File: config.mk
export PLATFORM = sky130hd
export DESIGN_NAME = module_status_frame_parser_unit_flat
export DESIGN_NICKNAME = d
export VERILOG_FILES = /design/src/hw/rtl/msfp_pkg.sv /design/src/hw/rtl/msfp_if.sv /design/src/hw/rtl/module_status_frame_parser_unit.sv /design/src/hw/rtl/msfp_decoder.sv /design/src/hw/rtl/msfp_echo.sv /design/src/flat_wrapper.sv
export VERILOG_INCLUDE_DIRS = /design/src /design/src/hw/rtl
export SDC_FILE = /design/constraint.sdc
export NUM_CORES = 1
export LEC_CHECK = 0
export ABC_AREA = 1
export BUFFER_PORTS_ARGS = -buffer_cell sky130_fd_sc_hd__buf_2
export CAP_MARGIN = 5
export CORE_ASPECT_RATIO = 2
export CORE_UTILIZATION = 57
export DETAILED_ROUTE_END_ITERATION = 8
export PLACE_DENSITY = 0.76
export SYNTH_ARGS = -nofsm -noshare
export SYNTH_HDL_FRONTEND = slang
export SYNTH_SLANG_ARGS = --single-unit
File: constraint.sdc
create_clock -name clk -period 3.3 [get_ports clk]
set_input_delay 0.66 -clock clk [delete_from_list [all_inputs] [get_ports clk]]
set_output_delay 0.66 -clock clk [all_outputs]
set_load 0.03 [all_outputs]
File: src/hw/rtl/module_status_frame_parser_unit_macros.svh
// Assertion macros for the module status frame parser.
// Included by the RTL files that carry concurrent checks; no other dependencies.
`ifndef MODULE_STATUS_FRAME_PARSER_UNIT_MACROS_SVH
`define MODULE_STATUS_FRAME_PARSER_UNIT_MACROS_SVH

// Same-cycle implication, disabled during reset.
`define MSFP_ASSERT_NOW(label, clk, rst, ante, cons) \
  label: assert property (@(posedge clk) disable iff (rst) (ante) |-> (cons)) \
    else $error("msfp check failed");

// Next-cycle implication, disabled during reset.
`define MSFP_ASSERT_NEXT(label, clk, rst, ante, cons) \
  label: assert property (@(posedge clk) disable iff (rst) (ante) |=> (cons)) \
    else $error("msfp check failed");

`endif

File: src/hw/rtl/msfp_pkg.sv
// Shared types and constants of the module status frame parser.
// No dependencies; used by the decoder, echo stage and top level.
package msfp_pkg;

  localparam int unsigned FRAME_LEN  = 17;
  localparam int unsigned IDX_W      = 5;
  localparam logic [7:0]  START_BYTE = 8'hAA;

  localparam logic [1:0] CALL_NONE     = 2'd0;
  localparam logic [1:0] CALL_INCOMING = 2'd1;
  localparam logic [1:0] CALL_OUTGOING = 2'd2;

  // Decoded transaction handed from the decoder to the echo stage.
  typedef struct packed {
    logic [7:0] rx_byte;
    logic       start;
    logic       paired;
    logic [1:0] call_status;
    logic       music_playing;
  } rec_t;

endpackage

File: src/hw/rtl/msfp_if.sv
// Valid/ready channel interfaces of the module status frame parser.
// Input byte channel and echo character channel; no package dependency.
interface msfp_in_if;
  logic       valid;
  logic       ready;
  logic [7:0] rx_byte;

  modport source (output valid, output rx_byte, input ready);
  modport sink   (input valid, input rx_byte, output ready);
endinterface

interface msfp_out_if;
  logic       valid;
  logic       ready;
  logic [7:0] echo_char;
  logic       last_char;
  logic       paired;
  logic [1:0] call_status;
  logic       music_playing;

  modport source (output valid, output echo_char, output last_char, output paired,
                  output call_status, output music_playing, input ready);
  modport sink   (input valid, input echo_char, input last_char, input paired,
                  input call_status, input music_playing, output ready);
endinterface

File: src/hw/rtl/module_status_frame_parser_unit.sv
// Module status frame parser, top level.
// Depends on msfp_pkg, msfp_if.sv, msfp_decoder and msfp_echo.
//
// Usage:
//   link carries received bytes from the wireless module (rx_byte). A 0xAA
//   byte opens a 17-byte frame that is captured into the frame store; after
//   every byte the store is decoded and the paired, call and music status
//   updated.
//   echo carries the byte back as ASCII: CR LF before a 0xAA, then two upper
//   case hex digits and a space (last_char set on the space). Every character
//   of a byte carries the status after that byte.
// Timing:
//   A byte is decoded in the cycle it is accepted and registered; the echo
//   stage loads it into its own register once it is free, and its first
//   character is offered from there. The echo serializer emits one character
//   per cycle while echo is ready, so a byte occupies it for three characters,
//   or five for 0xAA. One decoded byte waits in a register while the previous
//   one is still being echoed, so link takes one more byte during that time.
// Reset:
//   Synchronous, active high. The frame store returns to all 0xFF, capture,
//   index and status flags clear, nothing is pending.
// Backpressure:
//   While echo is stalled the current character holds; once the holding
//   register is full, link.ready drops until the echo moves on.
module module_status_frame_parser_unit (
  input  logic        clk,
  input  logic        rst,
  msfp_in_if.sink     link,
  msfp_out_if.source  echo
);

  msfp_pkg::rec_t rec;
  logic           rec_valid;
  logic           rec_take;

  msfp_decoder u_decoder (
    .clk       (clk),
    .rst       (rst),
    .link      (link),
    .rec       (rec),
    .rec_valid (rec_valid),
    .rec_take  (rec_take)
  );

  msfp_echo u_echo (
    .clk       (clk),
    .rst       (rst),
    .rec       (rec),
    .rec_valid (rec_valid),
    .rec_take  (rec_take),
    .echo      (echo)
  );

endmodule

File: src/hw/rtl/msfp_decoder.sv
// Frame capture, frame store and status decode; one byte per transaction.
// Depends on msfp_pkg, msfp_if.sv and the assertion macro header.
`include "module_status_frame_parser_unit_macros.svh"

module msfp_decoder (
  input  logic            clk,
  input  logic            rst,
  msfp_in_if.sink         link,
  output msfp_pkg::rec_t  rec,
  output logic            rec_valid,
  input  logic            rec_take
);

  localparam logic [7:0] KEY_PAIR   = 8'h01;
  localparam logic [7:0] KEY_CALL   = 8'h02;
  localparam logic [7:0] PAIR_ON    = 8'h06;
  localparam logic [7:0] PAIR_OFF   = 8'h08;
  localparam logic [7:0] CALL_B_NONE = 8'h00;
  localparam logic [7:0] CALL_B_IN   = 8'h02;
  localparam logic [7:0] CALL_B_OUT  = 8'h04;
  localparam logic [7:0] MUSIC_K2   = 8'h0E;
  localparam logic [7:0] MUSIC_K3   = 8'h1A;
  localparam logic [7:0] MUSIC_K5   = 8'h0F;
  localparam logic [7:0] MUSIC_OFF  = 8'h02;
  localparam logic [7:0] MUSIC_ON   = 8'h01;
  localparam logic [msfp_pkg::IDX_W-1:0] LEN = msfp_pkg::IDX_W'(msfp_pkg::FRAME_LEN);

  logic [7:0]                  store [msfp_pkg::FRAME_LEN];
  logic                        capturing;
  logic [msfp_pkg::IDX_W-1:0]  frame_index;
  logic                        paired_flag;
  logic [1:0]                  call_state;
  logic                        music_flag;

  logic                        fire;
  logic                        is_start;
  logic                        cap_eff;
  logic [msfp_pkg::IDX_W-1:0]  idx_eff;
  logic [msfp_pkg::IDX_W-1:0]  idx_inc;
  logic                        wr;
  logic [7:0]                  s2, s3, s4, s5, s16;
  logic                        paired_next;
  logic [1:0]                  call_next;
  logic                        music_next;
  logic                        capturing_next;
  logic [msfp_pkg::IDX_W-1:0]  frame_index_next;

  assign link.ready = !rec_valid || rec_take;
  assign fire       = link.valid && link.ready;

  assign is_start = (link.rx_byte == msfp_pkg::START_BYTE);
  assign cap_eff  = is_start || capturing;
  assign idx_eff  = is_start ? '0 : frame_index;
  assign idx_inc  = idx_eff + 1'b1;
  assign wr       = cap_eff && (idx_eff < LEN);

  // Store contents after this byte is written.
  assign s2  = (wr && idx_eff == msfp_pkg::IDX_W'(2))  ? link.rx_byte : store[2];
  assign s3  = (wr && idx_eff == msfp_pkg::IDX_W'(3))  ? link.rx_byte : store[3];
  assign s4  = (wr && idx_eff == msfp_pkg::IDX_W'(4))  ? link.rx_byte : store[4];
  assign s5  = (wr && idx_eff == msfp_pkg::IDX_W'(5))  ? link.rx_byte : store[5];
  assign s16 = (wr && idx_eff == msfp_pkg::IDX_W'(16)) ? link.rx_byte : store[16];

  always_comb begin
    paired_next = paired_flag;
    call_next   = call_state;
    music_next  = music_flag;
    if (s3 == KEY_PAIR) begin
      if (s4 == PAIR_ON) begin
        paired_next = 1'b1;
      end else if (s4 == PAIR_OFF) begin
        paired_next = 1'b0;
      end
    end else if (s3 == KEY_CALL) begin
      if (s5 == CALL_B_NONE) begin
        call_next = msfp_pkg::CALL_NONE;
      end else if (s5 == CALL_B_IN) begin
        call_next = msfp_pkg::CALL_INCOMING;
      end else if (s5 == CALL_B_OUT) begin
        call_next = msfp_pkg::CALL_OUTGOING;
      end
    end
    if (s2 == MUSIC_K2 && s3 == MUSIC_K3 && s5 == MUSIC_K5) begin
      if (s16 == MUSIC_OFF) begin
        music_next = 1'b0;
      end else if (s16 == MUSIC_ON) begin
        music_next = 1'b1;
      end
    end
  end

  always_comb begin
    if (wr && idx_inc < LEN) begin
      capturing_next   = 1'b1;
      frame_index_next = idx_inc;
    end else if (wr) begin
      capturing_next   = 1'b0;
      frame_index_next = '0;
    end else begin
      capturing_next   = cap_eff;
      frame_index_next = idx_eff;
    end
  end

  always_ff @(posedge clk) begin
    if (rst) begin
      for (int k = 0; k < msfp_pkg::FRAME_LEN; k++) begin
        store[k] <= 8'hFF;
      end
      capturing   <= 1'b0;
      frame_index <= '0;
      paired_flag <= 1'b0;
      call_state  <= msfp_pkg::CALL_NONE;
      music_flag  <= 1'b0;
      rec_valid   <= 1'b0;
    end else if (fire) begin
      if (wr) begin
        store[idx_eff] <= link.rx_byte;
      end
      capturing   <= capturing_next;
      frame_index <= frame_index_next;
      paired_flag <= paired_next;
      call_state  <= call_next;
      music_flag  <= music_next;
      rec_valid   <= 1'b1;
    end else if (rec_take) begin
      rec_valid <= 1'b0;
    end
  end

  always_ff @(posedge clk) begin
    if (fire) begin
      rec.rx_byte       <= link.rx_byte;
      rec.start         <= is_start;
      rec.paired        <= paired_next;
      rec.call_status   <= call_next;
      rec.music_playing <= music_next;
    end
  end

  `MSFP_ASSERT_NOW(a_idx_range, clk, rst, 1'b1, frame_index < LEN)
  `MSFP_ASSERT_NOW(a_idle_idx_zero, clk, rst, !capturing, frame_index == '0)
  `MSFP_ASSERT_NEXT(a_start_opens, clk, rst, fire && is_start,
                    capturing && frame_index == msfp_pkg::IDX_W'(1) && rec.start)

endmodule

File: src/hw/rtl/msfp_echo.sv
// Echo serializer: turns one decoded transaction into 3 or 5 output characters.
// Depends on msfp_pkg, msfp_if.sv and the assertion macro header.
`include "module_status_frame_parser_unit_macros.svh"

module msfp_echo (
  input  logic            clk,
  input  logic            rst,
  input  msfp_pkg::rec_t  rec,
  input  logic            rec_valid,
  output logic            rec_take,
  msfp_out_if.source      echo
);

  typedef enum logic [2:0] {
    POS_CR,
    POS_LF,
    POS_HI,
    POS_LO,
    POS_SP
  } pos_t;

  localparam logic [7:0] CH_CR    = 8'h0D;
  localparam logic [7:0] CH_LF    = 8'h0A;
  localparam logic [7:0] CH_SPACE = 8'h20;
  localparam logic [7:0] CH_ZERO  = 8'h30;
  localparam logic [7:0] CH_A_LESS_TEN = 8'h37;

  msfp_pkg::rec_t cur;
  logic           busy;
  pos_t           pos;
  logic           out_fire;
  logic           done;

  function automatic logic [7:0] hex_char(input logic [3:0] nib);
    logic [7:0] w;
    w = {4'h0, nib};
    return (nib < 4'd10) ? (CH_ZERO + w) : (CH_A_LESS_TEN + w);
  endfunction

  assign out_fire = echo.valid && echo.ready;
  assign done     = out_fire && (pos == POS_SP);
  assign rec_take = rec_valid && (!busy || done);

  always_comb begin
    case (pos)
      POS_CR:  echo.echo_char = CH_CR;
      POS_LF:  echo.echo_char = CH_LF;
      POS_HI:  echo.echo_char = hex_char(cur.rx_byte[7:4]);
      POS_LO:  echo.echo_char = hex_char(cur.rx_byte[3:0]);
      default: echo.echo_char = CH_SPACE;
    endcase
  end

  assign echo.valid         = busy;
  assign echo.last_char     = (pos == POS_SP);
  assign echo.paired        = cur.paired;
  assign echo.call_status   = cur.call_status;
  assign echo.music_playing = cur.music_playing;

  always_ff @(posedge clk) begin
    if (rst) begin
      busy <= 1'b0;
      pos  <= POS_HI;
    end else if (rec_take) begin
      busy <= 1'b1;
      pos  <= rec.start ? POS_CR : POS_HI;
    end else if (done) begin
      busy <= 1'b0;
    end else if (out_fire) begin
      pos <= pos_t'(pos + 3'd1);
    end
  end

  always_ff @(posedge clk) begin
    if (rec_take) begin
      cur <= rec;
    end
  end

  `MSFP_ASSERT_NOW(a_crlf_only_start, clk, rst, busy && !cur.start,
                   pos == POS_HI || pos == POS_LO || pos == POS_SP)
  `MSFP_ASSERT_NEXT(a_drain_idle, clk, rst, done && !rec_valid, !busy)
  `MSFP_ASSERT_NEXT(a_step, clk, rst, out_fire && pos != POS_SP,
                    busy && pos == pos_t'($past(pos) + 3'd1))

endmodule
File: src/flat_wrapper.sv
// flat-port wrapper written by rule: the top's interface ports become plain ports
module module_status_frame_parser_unit_flat 
  (clk, rst, link_valid, link_rx_byte, link_ready, echo_valid, echo_echo_char, echo_last_char, echo_paired, echo_call_status, echo_music_playing, echo_ready);
  msfp_in_if link_i ();
  msfp_out_if echo_i ();
  input  logic clk;
  input  logic rst;
  input wire logic [$bits(link_i.valid)-1:0] link_valid;
  input wire logic [$bits(link_i.rx_byte)-1:0] link_rx_byte;
  output wire logic [$bits(link_i.ready)-1:0] link_ready;
  output wire logic [$bits(echo_i.valid)-1:0] echo_valid;
  output wire logic [$bits(echo_i.echo_char)-1:0] echo_echo_char;
  output wire logic [$bits(echo_i.last_char)-1:0] echo_last_char;
  output wire logic [$bits(echo_i.paired)-1:0] echo_paired;
  output wire logic [$bits(echo_i.call_status)-1:0] echo_call_status;
  output wire logic [$bits(echo_i.music_playing)-1:0] echo_music_playing;
  input wire logic [$bits(echo_i.ready)-1:0] echo_ready;
  assign link_i.valid = link_valid;
  assign link_i.rx_byte = link_rx_byte;
  assign link_ready = link_i.ready;
  assign echo_valid = echo_i.valid;
  assign echo_echo_char = echo_i.echo_char;
  assign echo_last_char = echo_i.last_char;
  assign echo_paired = echo_i.paired;
  assign echo_call_status = echo_i.call_status;
  assign echo_music_playing = echo_i.music_playing;
  assign echo_i.ready = echo_ready;
  module_status_frame_parser_unit u_core (.clk(clk), .rst(rst), .link(link_i), .echo(echo_i));
endmodule
==> reports/results.ini, run 1 <==
[place]
place_congestion=0.9228
numPortBuffers=25
place_ws_ns=0.04406
hpwl_um=6974
dp.cells=579

[synthesis]
synth-seq-cells=80
synthCells=465
avgSynthCellArea_um2=8.995
synth_fp_nets=488
yosysSeqAreaShare_pct=53.84
synth-edff-count=65
synth-main-ff-cell=edfxtp_1
yosys_warnings=0
synth_area_um2=4183
async_flop_share_pct=0
netlist-cell-type-count=39

[critical_path]
critPathArrivalTime_ns=2.99
critPathKind=in -> reg
startpoint_type=input pin
required_ns=3.38
path_max_fanout=17
critPathCaptureType=register

[routing]
wirelength_um=9264
via_per_inst=5.412
drc_errors=0
first_pass_iters=6
dr_total_vias=3220
ant_nets=0
drtIter0Drc=151
wl_per_cell_um=15.57

[finish]
nFillCells=590
syn2layout_area_growth_pct=12.95
fin_nets=523
diodes=0
fin_cells=595
layout-drive-gt1-share_pct=15.84

[power_and_ir_drop]
p_leak_nw=1.926
p_per_area_nw_per_um2=508.4
ir_drop_v=0.0004225

[timing]
rsz0062_at_grt=false
hold_viol_final=0
fin_crit_ns=2.906
fin_tns_setup_ns=0
relSlewSlack_pct=42.79
fin_worst_skew_ns=0.008164
fin_crit_sh_pct=88.06
max_freq_ghz=0.3441
final_max_slew_viol_count=0
setup_viol=0
timing.final.ws_setup_ns=0.3940
worstMarginPinSlew_ns=0.8503

[clock_tree]
cts_tree=done
insertion_delay_ns=0.34
h-tree-depth=3
clk_pin_slew_ns=0.06
clk_path_buf_depth=2
numCtsBuffers=9
cts_setup_buffers=0
postCtsHoldBufs=0
cts_resized=0
clockRootBuffer=clkbuf_16
cts_sinks=80

[run]
drv_cap=0

[floorplanning]
die_w_um=62.58
rows=43
die_y_um=123.1
core_area_um2=6994
initial_core_util_pct=59.80
pin_count=27
die_area_um2=7706

[global_routing]
overflow=0
antenna_found_initial=0
grt_pass1_vias=3135
grt_pass1_wl_um=14820
grt_start_max_net_pins=20
grt_use_total_pct=26.05

[outcome]
status=complete, no violations

[hold_path]
hold_path_class=reg -> reg

[power breakdown]
| part | total, W | switching, W | internal (W) | leakage [nW] |
|---|---|---|---|---|
| sequential | 0.00114 | 0.0000176 | 0.00112 | 0.635 |
| combinational | 0.000224 | 0.000163 | 0.0000609 | 1.14 |
| clock | 0.00104 | 0.000381 | 0.000658 | 0.148 |
| total | 0.00240 | 0.000562 | 0.00184 | 1.93 |
[path summary, 6_finish.rpt]
| check | startpoint | to | slack [ns] | depth (start not counted) |
|---|---|---|---|---|
| worst min-delay path | u_core.u_decoder.rec[10] | u_core.u_echo.cur[10] | 0.42 | 0 |
| worst max-delay path | link_rx_byte[2] | u_core.u_decoder.rec[0] | 0.39 | 15 |
| worst min register to register | u_core.u_decoder.rec[10] | u_core.u_echo.cur[10] | 0.42 | 0 |
| worst max register to register | u_core.u_echo.pos[0] | u_core.u_decoder.store[2][7] | 0.72 | 12 |
[metrics by stage]
stage          cell area, µm²  util (%)  hold WS, ns  total power (W)
2_1_floorplan            4183         -       0.4003         0.001313
3_3_place_gp             4412     63.08       0.4025         0.001376
3_5_place_dp             4412     63.08       0.4081         0.001383
4_1_cts                  4725     67.55       0.4219         0.002405
5_1_grt                  4725     67.55       0.4321         0.002476
6_report                 4725     67.55       0.4199         0.002402
[layer usage]
layer  routed length (µm)  vias to the layer above  GRT usage [%]
li1                     -                     1613              -
met1                 3243                     1511          25.54
met2                 5354                       77          50.41
met3                  350                       19          3.598
met4                  315                        0          15.99
met5                    0                        -              0
[cells by family (layout without fill, tap and decap cells)]
group | count (synthesis) | in the layout | share of synthesized area, %
buffers and inverters | 75 | 115 | 7.748
AOI/OAI and AO/OA | 61 | 61 | 8.316
other | 1 | 1 | 0.08965
xor gates and xnor gates | 4 | 4 | 0.8375
adders and majority gates | 11 | 11 | 3.290
DFF | 80 | 80 | 53.84
and+or+nand+nor | 233 | 233 | 25.87
[synth_stat cells (5+ instances only)]
cell type  count  area (µm²)
o21ai_0       27       135.1
ha_1          11       137.6
nand3_1       25       125.1
dfxtp_1       15       300.3
inv_2          5       18.77
nor3_1         5       25.02
a21oi_1       17       85.08
nand4_1       14       87.58
nor2_1        33       123.9
inv_1         56       210.2
edfxtp_1      65        1952
nand2_1      131       491.7
[worst max-delay path, stage by stage]
cell     delay (ns)
buf_2          0.15
inv_2          0.12
nand2_4        0.09
nor2_4         0.04
nand2_4        0.12
nand2_1        0.11
inv_1          0.13
ha_1           0.30
nand4_4        0.26
o21ai_0        0.32
nand2_1        0.11
nor2_1         0.13
nand3_1        0.15
o21ai_1        0.20
nand2_1        0.09
[state kept, by name (all words and copies together) (netlist names), 2 cells and up]
name	count
u_core.u_echo.pos	3
u_core.u_decoder.rec	13
u_core.u_decoder.store	40
u_core.u_decoder.call_state	2
u_core.u_echo.cur	8
u_core.u_decoder.frame_index	5
u_core.u_echo.echo.call_status	2
[final cells by class]
| type | count | area (µm²) | area share [%] |
|---|---|---|---|
| Clock buffer | 10 | 229.0 | 4.846 |
| Timing Repair Buffer | 34 | 192.7 | 4.078 |
| Inverter | 65 | 247.7 | 5.244 |
| Sequential cell | 80 | 2252 | 47.67 |
| Tap cell | 90 | 112.6 | 2.383 |
| Clock inverter | 6 | 83.83 | 1.774 |
| Multi-Input combinational cell | 310 | 1607 | 34.00 |
[cell usage in the layout (no fill, tap or decap), types with 3 or more instances in the layout]
master	Yosys	final
nand2_1	131	131
edfxtp_1	65	65
inv_1	56	56
nor2_1	33	33
o21ai_0	27	27
nand3_1	25	25
buf_2	1	25
a21oi_1	17	17
dfxtp_1	15	15
nand4_1	14	14
ha_1	11	11
clkbuf_16	0	9
buf_4	4	9
inv_2	5	5
nor3_1	5	5
nand2_2	4	4
nor2_4	4	4
nor2_2	4	4
o21ai_2	4	4
clkinv_1	2	4
o21ai_1	4	4
xor2_1	4	4
nand2_4	3	3
nor4_1	3	3
a31oi_1	3	3
(Power assumes the default switching activity.)
==> run 2: changes to the inputs <==
--- a/config.mk
+++ b/config.mk
@@ -9,8 +9,7 @@
 export ABC_AREA = 1
 export BUFFER_PORTS_ARGS = -buffer_cell sky130_fd_sc_hd__buf_2
 export CAP_MARGIN = 5
-export CORE_ASPECT_RATIO = 2
-export CORE_UTILIZATION = 57
+export CORE_UTILIZATION = 55
 export DETAILED_ROUTE_END_ITERATION = 8
 export PLACE_DENSITY = 0.76
 export SYNTH_ARGS = -nofsm -noshare
==> constraint.sdc (replaced) <==
create_clock -name clk -period 2.45 [get_ports clk]
set_input_delay 0.49 -clock clk [delete_from_list [all_inputs] [get_ports clk]]
set_output_delay 0.49 -clock clk [all_outputs]
set_load 0.03 [all_outputs]
==> run 2 against run 1 <==
Setup slack got worse by 0.26 ns; critical endpoint is now echo_echo_char[5]; design area grew 7.0%; clock power about the same; clock-buffer cell count is the same; global-route usage is 0.19 points higher; combinational power up 63%; largest cell class unchanged; wire length up 3.3%.
==> reports/results.ini, run 2 (synthesis gave the netlist of run 1 again) <==
[clock_tree]
cts_sinks=80
h-tree-depth=3
clk_pin_slew_ns=0.09
numCtsBuffers=9
cts_tree=done
insertion_delay_ns=0.37
clk_path_buf_depth=2
postCtsHoldBufs=0
cts_setup_buffers=0
clockRootBuffer=clkbuf_8

[power_and_ir_drop]
switching_share_pct=26.93
clkPwrFrac_pct=35.5
p_per_area_nw_per_um2=581.6
power_frac_comb_pct=12.4
switchingPower_w=0.0007915
p_seq_share_pct=52.1
p_int_w=0.002148
p_leak_nw=2.073
ir_drop_v=0.0003009

[critical_path]
path_cells=inv_1, ha_1, o21ai_0, a31oi_1, o21ai_0, buf_2
required_ns=1.96
worst_path_largest_cell_delay_ns=0.42
critPathArrivalTime_ns=1.82
path_max_fanout=4
cp_slowest_cell=dfxtp_1
timing.critical_path.from=u_core.u_echo.pos[0]
critPathCaptureType=output port
worst_path_most_repeated_cell=o21ai_0
critPathKind=reg -> out
startpoint_type=register
r2r_start=u_core.u_echo.pos[0]

[routing]
wl_per_cell_um=14.93
ant_nets=0
drc_errors=0
drtIter0Drc=219
wirelength_um=9572
via_per_inst=5.365
dr_total_vias=3439
first_pass_iters=5

[global_routing]
grt_pass1_wl_um=15030
grt_start_max_net_pins=23
grt_pass1_vias=3125
grt_use_total_pct=26.24
antenna_found_initial=0
overflow=0

[floorplanning]
die_y_um=89.21
pin_count=27
core_area_um2=7292
die_area_um2=7958
initial_core_util_pct=57.36
die_w_um=89.21
rows=31

[place]
postPlaceCellArea_um2=4782
place_congestion=0.8982
hpwl_um=6857
numPortBuffers=25
dp.cells=625

[finish]
fin_nets=560
layout-drive-gt1-share_pct=25.46
top_register=u_core.u_decoder.store
final_area_um2=5054
fin_cells=641
syn2layout_area_growth_pct=20.82
largest_register_ffs=40
reg.largest.list=u_core.u_decoder.store (40), u_core.u_decoder.rec (13), u_core.u_echo.cur (8)
post-route-util_pct=69.30
diodes=0
final_common_cell=nand2_1
nFillCells=556
final_cell_mix=nand2_1, edfxtp_1, inv_1, buf_4, nor2_1

[timing]
worstMarginPinSlew_ns=0.6342
hold_viol_final=0
fin_crit_ns=2.314
final_max_slew_viol_count=0
rsz0062_at_grt=true
max_freq_ghz=0.4321
fin_worst_skew_ns=0.01206
fin_crit_sh_pct=94.47
setup_viol=0
relSlewSlack_pct=57.67

[hold_path]
min_from=link_rx_byte[7]
hold_path_class=in -> reg

[outcome]
status=complete, no violations

[run]
drv_cap=0

run 2: cell types whose count changed in the layout (fill, tap and decap cells not counted), moves of 3 or more:
cell / before / now
buf_4: 9 / 41
clkbuf_8: 0 / 10
clkbuf_16: 9 / 0
o21ai_0: 27 / 21
buf_12: 0 / 5
inv_1: 56 / 52
inv_2: 5 / 9
nand2_1: 131 / 127
nand2_2: 4 / 8
o21ai_2: 4 / 7
run 2: worst max-delay path: cells and delay by family (launching register included):
family                     cells  cell delay (ns)
DFF                            1             0.42
AOI/OAI and AO/OA              3             0.50
adders and majority gates      1             0.23
buffers and inverters          2             0.31
run 2: metal layers:
| layer | routed length (µm) | global-route usage [%] | share of wire (%) | up-vias |
|---|---|---|---|---|
| li1 | - | - | - | 1687 |
| met1 | 3985 | 32.71 | 42 | 1616 |
| met2 | 4726 | 44.14 | 49 | 117 |
| met3 | 630 | 5.725 | 6.6 | 19 |
| met4 | 230 | 11.40 | 2.4 | 0 |
| met5 | 0 | 0 | 0 | - |
run 2: timing repair:
| action | in CTS | in global routing |
|---|---|---|
| cloned | 0 | 0 |
| resized for setup | 2 | 20 |
| endpoints found under the setup margin | 6 | 88 |
| pin swaps | 0 | 2 |
| endpoints found under the hold margin | 0 | 0 |
run 2: area by class of cell:
class                      count  area [µm²]  area share (%)
clock buffer                  10       137.6           2.723
clock inverter                 6       75.07           1.486
inverter                      65       247.7           4.902
multi-input combinational    310        1684           33.33
sequential                    80        2252           44.57
tap                           99       123.9           2.451
timing repair buffer          71       533.0           10.55
run 2: path summary, 6_finish.rpt:
| kind | cells past startpoint | slack, ns | end |
|---|---|---|---|
| max | 6 | 0.14 | echo_echo_char[5] |
| min | 1 | 0.34 | u_core.u_decoder.rec[12] |
| min reg2reg | 0 | 0.42 | u_core.u_echo.cur[10] |
| max reg2reg | 13 | 0.22 | u_core.u_decoder.store[2][7] |
run 2: power by group through the flow:
stage / Sequential (W) / Clock, W / Combinational [W]
CTS: 0.00153 / 0.00106 / 0.000356
global placement: 0.00156 / 0 / 0.000346
detailed placement: 0.00156 / 0 / 0.000352
finish: 0.00153 / 0.00104 / 0.000365
floorplan: 0.00156 / 0 / 0.000210
global route: 0.00154 / 0.00110 / 0.000401
run 2: per-stage QoR:
| step | TNS, ns | setup slack, ns | total power (W) | hold slack, ns |
|---|---|---|---|---|
| floorplan | 0 | 0.02523 | 0.001770 | 0.4003 |
| global placement | -0.5918 | -0.1806 | 0.001905 | 0.4004 |
| detailed placement | -1.672 | -0.2434 | 0.001913 | 0.4052 |
| CTS | 0 | 0.07528 | 0.002941 | 0.3338 |
| global route | -0.06473 | -0.02461 | 0.003041 | 0.3280 |
| finish | 0 | 0.1355 | 0.002939 | 0.3388 |
==> run 3: changes to the inputs <==
--- a/config.mk
+++ b/config.mk
@@ -12,6 +12,7 @@
 export CORE_UTILIZATION = 55
 export DETAILED_ROUTE_END_ITERATION = 8
 export PLACE_DENSITY = 0.76
+export REMOVE_ABC_BUFFERS = 1
 export SYNTH_ARGS = -nofsm -noshare
 export SYNTH_HDL_FRONTEND = slang
 export SYNTH_SLANG_ARGS = --single-unit
==> constraint.sdc (replaced) <==
create_clock -name clk -period 2.1 [get_ports clk]
set_input_delay 0.42 -clock clk [delete_from_list [all_inputs] [get_ports clk]]
set_output_delay 0.42 -clock clk [all_outputs]
set_load 0.03 [all_outputs]
==> run 3 against run 2 <==
The run now ends with negative setup slack left; sequential power grew 17%; clock-buffer cell count is the same; global-route usage grew 1.1 points; register-to-register slack lost 0.27 ns; critical path type is now in -> reg.
==> reports/results.ini, run 3 (synthesis gave the netlist of run 1 again) <==
[outcome]
status=complete, but fails checks
violations=negative setup slack

[critical_path]
critPathCaptureType=register
reg2reg_to=u_core.u_decoder.rec[1]
startpoint_type=input pin
path_max_fanout=6
r2r_start=u_core.u_decoder.frame_index[0]
critPathArrivalTime_ns=2.33
required_ns=2.21
rr_worst_depth=13
rrSetupSlack_ns=-0.05
timing.critical_path.from=link_rx_byte[5]
critPathKind=in -> reg

[finish]
final_cell_mix=nand2_1, buf_4, edfxtp_1, inv_1, nor2_1
largest_register_ffs=40
diodes=0
syn2layout_area_growth_pct=35.87
top_register=u_core.u_decoder.store
layout-drive-gt1-share_pct=39.79
final_common_cell=nand2_1
post-route-util_pct=77.93
fin_nets=591
reg.largest.list=u_core.u_decoder.store (40), u_core.u_decoder.rec (13), u_core.u_echo.cur (8)
fin_cells=672

[timing]
final_max_slew_viol_count=0
fin_crit_sh_pct=105.5
fin_worst_skew_ns=0.009035
timing.final.ws_setup_ns=-0.1157
worstMarginPinSlew_ns=0.7118
hold_viol_final=0
fin_tns_setup_ns=-0.5459
fin_crit_ns=2.216
relSlewSlack_pct=52.50
max_freq_ghz=0.4513
rsz0062_at_grt=true
setup_viol=7

[place]
place_congestion=0.9111
dp.cells=643
numPortBuffers=25
place_ws_ns=-0.4788
hpwl_um=6941

[global_routing]
antenna_found_initial=0
grt_use_total_pct=27.36
overflow=0
grt_pass1_wl_um=15770
grt_start_max_net_pins=28
grt_pass1_vias=3369

[routing]
first_pass_iters=7
via_per_inst=5.500
wl_per_cell_um=16.29
drtIter0Drc=245
drc_errors=0
ant_nets=0
wirelength_um=10950
dr_total_vias=3696

[run]
drv_cap=0

[floorplanning]
core_area_um2=7292
die_y_um=89.21
die_w_um=89.21
rows=31
die_area_um2=7958
initial_core_util_pct=57.36
pin_count=27

[clock_tree]
numCtsBuffers=9
cts_sinks=80
clk_pin_slew_ns=0.08
clockRootBuffer=clkbuf_8
postCtsHoldBufs=0
cts_tree=done
clk_path_buf_depth=2
h-tree-depth=3
insertion_delay_ns=0.35

[power_and_ir_drop]
p_leak_nw=2.289
p_per_area_nw_per_um2=628.9
ir_drop_v=0.0004497

[hold_path]
min_from=link_rx_byte[6]
whs_path_depth=1
holdPathEnd=u_core.u_decoder.rec[11]
hold_path_class=in -> reg

[run 3: cell count changes in the layout (fill, tap and decap cells not counted), moves of 6 or more]
cell | before | now
o21ai_0 | 21 | 14
buf_4 | 41 | 70
inv_2 | 9 | 15
buf_2 | 25 | 15
nor2_1 | 32 | 26
nand2_1 | 127 | 97
inv_1 | 52 | 43
nand2_4 | 3 | 17
nand2_2 | 8 | 24
o21ai_1 | 6 | 13
buf_6 | 0 | 12
nand3_1 | 23 | 16
[run 3: how the worst max path moves through the flow]
| stage | to | slack (ns) | depth (start not counted) |
|---|---|---|---|
| 2_1_floorplan | u_core.u_decoder.store[4][0] | -0.58 | 10 |
| 3_3_place_gp | u_core.u_decoder.rec[0] | -0.38 | 17 |
| 3_5_place_dp | u_core.u_decoder.rec[0] | -0.48 | 17 |
| 4_1_cts | u_core.u_decoder.rec[0] | -0.0006 | 19 |
| 5_1_grt | u_core.u_decoder.music_flag | -0.20 | 21 |
| 6_report | u_core.u_decoder.rec[1] | -0.12 | 16 |
[run 3: stage by stage]
stage,total power (W),hold slack [ns],instance area [µm²]
5_1_grt,0.003691,0.2296,5683
2_1_floorplan,0.002053,0.4003,4106
3_3_place_gp,0.002240,0.4033,4873
6_report,0.003574,0.2427,5683
3_5_place_dp,0.002255,0.4114,4873
4_1_cts,0.003511,0.2673,5280
[run 3: routing by layer]
layer / GRT usage, % / part of all wire (%) / vias up
met3: 5.355 / 7.1 / 47
met2: 46.98 / 50 / 160
met5: 0 / 0 / -
met4: 14.57 / 3.6 / 0
met1: 32.53 / 39 / 1733
li1: - / - / 1756
[run 3: area by class of cell]
class / count / area, µm²
Sequential cell: 80 / 2255
Multi-Input combinational cell: 311 / 2017
Inverter: 65 / 259.0
Timing Repair Buffer: 101 / 810.8
Clock inverter: 6 / 90.09
Clock buffer: 10 / 127.6
Fill cell: 453 / 1609
Tap cell: 99 / 123.9
[run 3: report_power, final]
group          switching (W)  internal, W  total (W)
combinational       0.000326     0.000220   0.000545
clock               0.000562     0.000679    0.00124
sequential         0.0000285      0.00176    0.00179
[run 3: repair_timing]
action / 4_1_cts / 5_1_grt
buffers inserted: 5 / 7
endpoints found under the setup margin: 82 / 101
resized for setup: 44 / 109
endpoints found under the hold margin: 0 / 0
pin swaps: 11 / 50
cloned: 1 / 0
[run 3: critical path, cell delays in order]
cell     delay [ns]
buf_2          0.13
nand2_2        0.08
nor2_4         0.13
nand2_4        0.09
buf_4          0.17
o21ai_4        0.10
nand2_2        0.11
nand2_4        0.13
buf_4          0.14
nand4_1        0.19
nand2_4        0.15
nand2_1        0.09
nor2_2         0.13
nand2_2        0.09
nand3_2        0.09
nand2_1        0.06
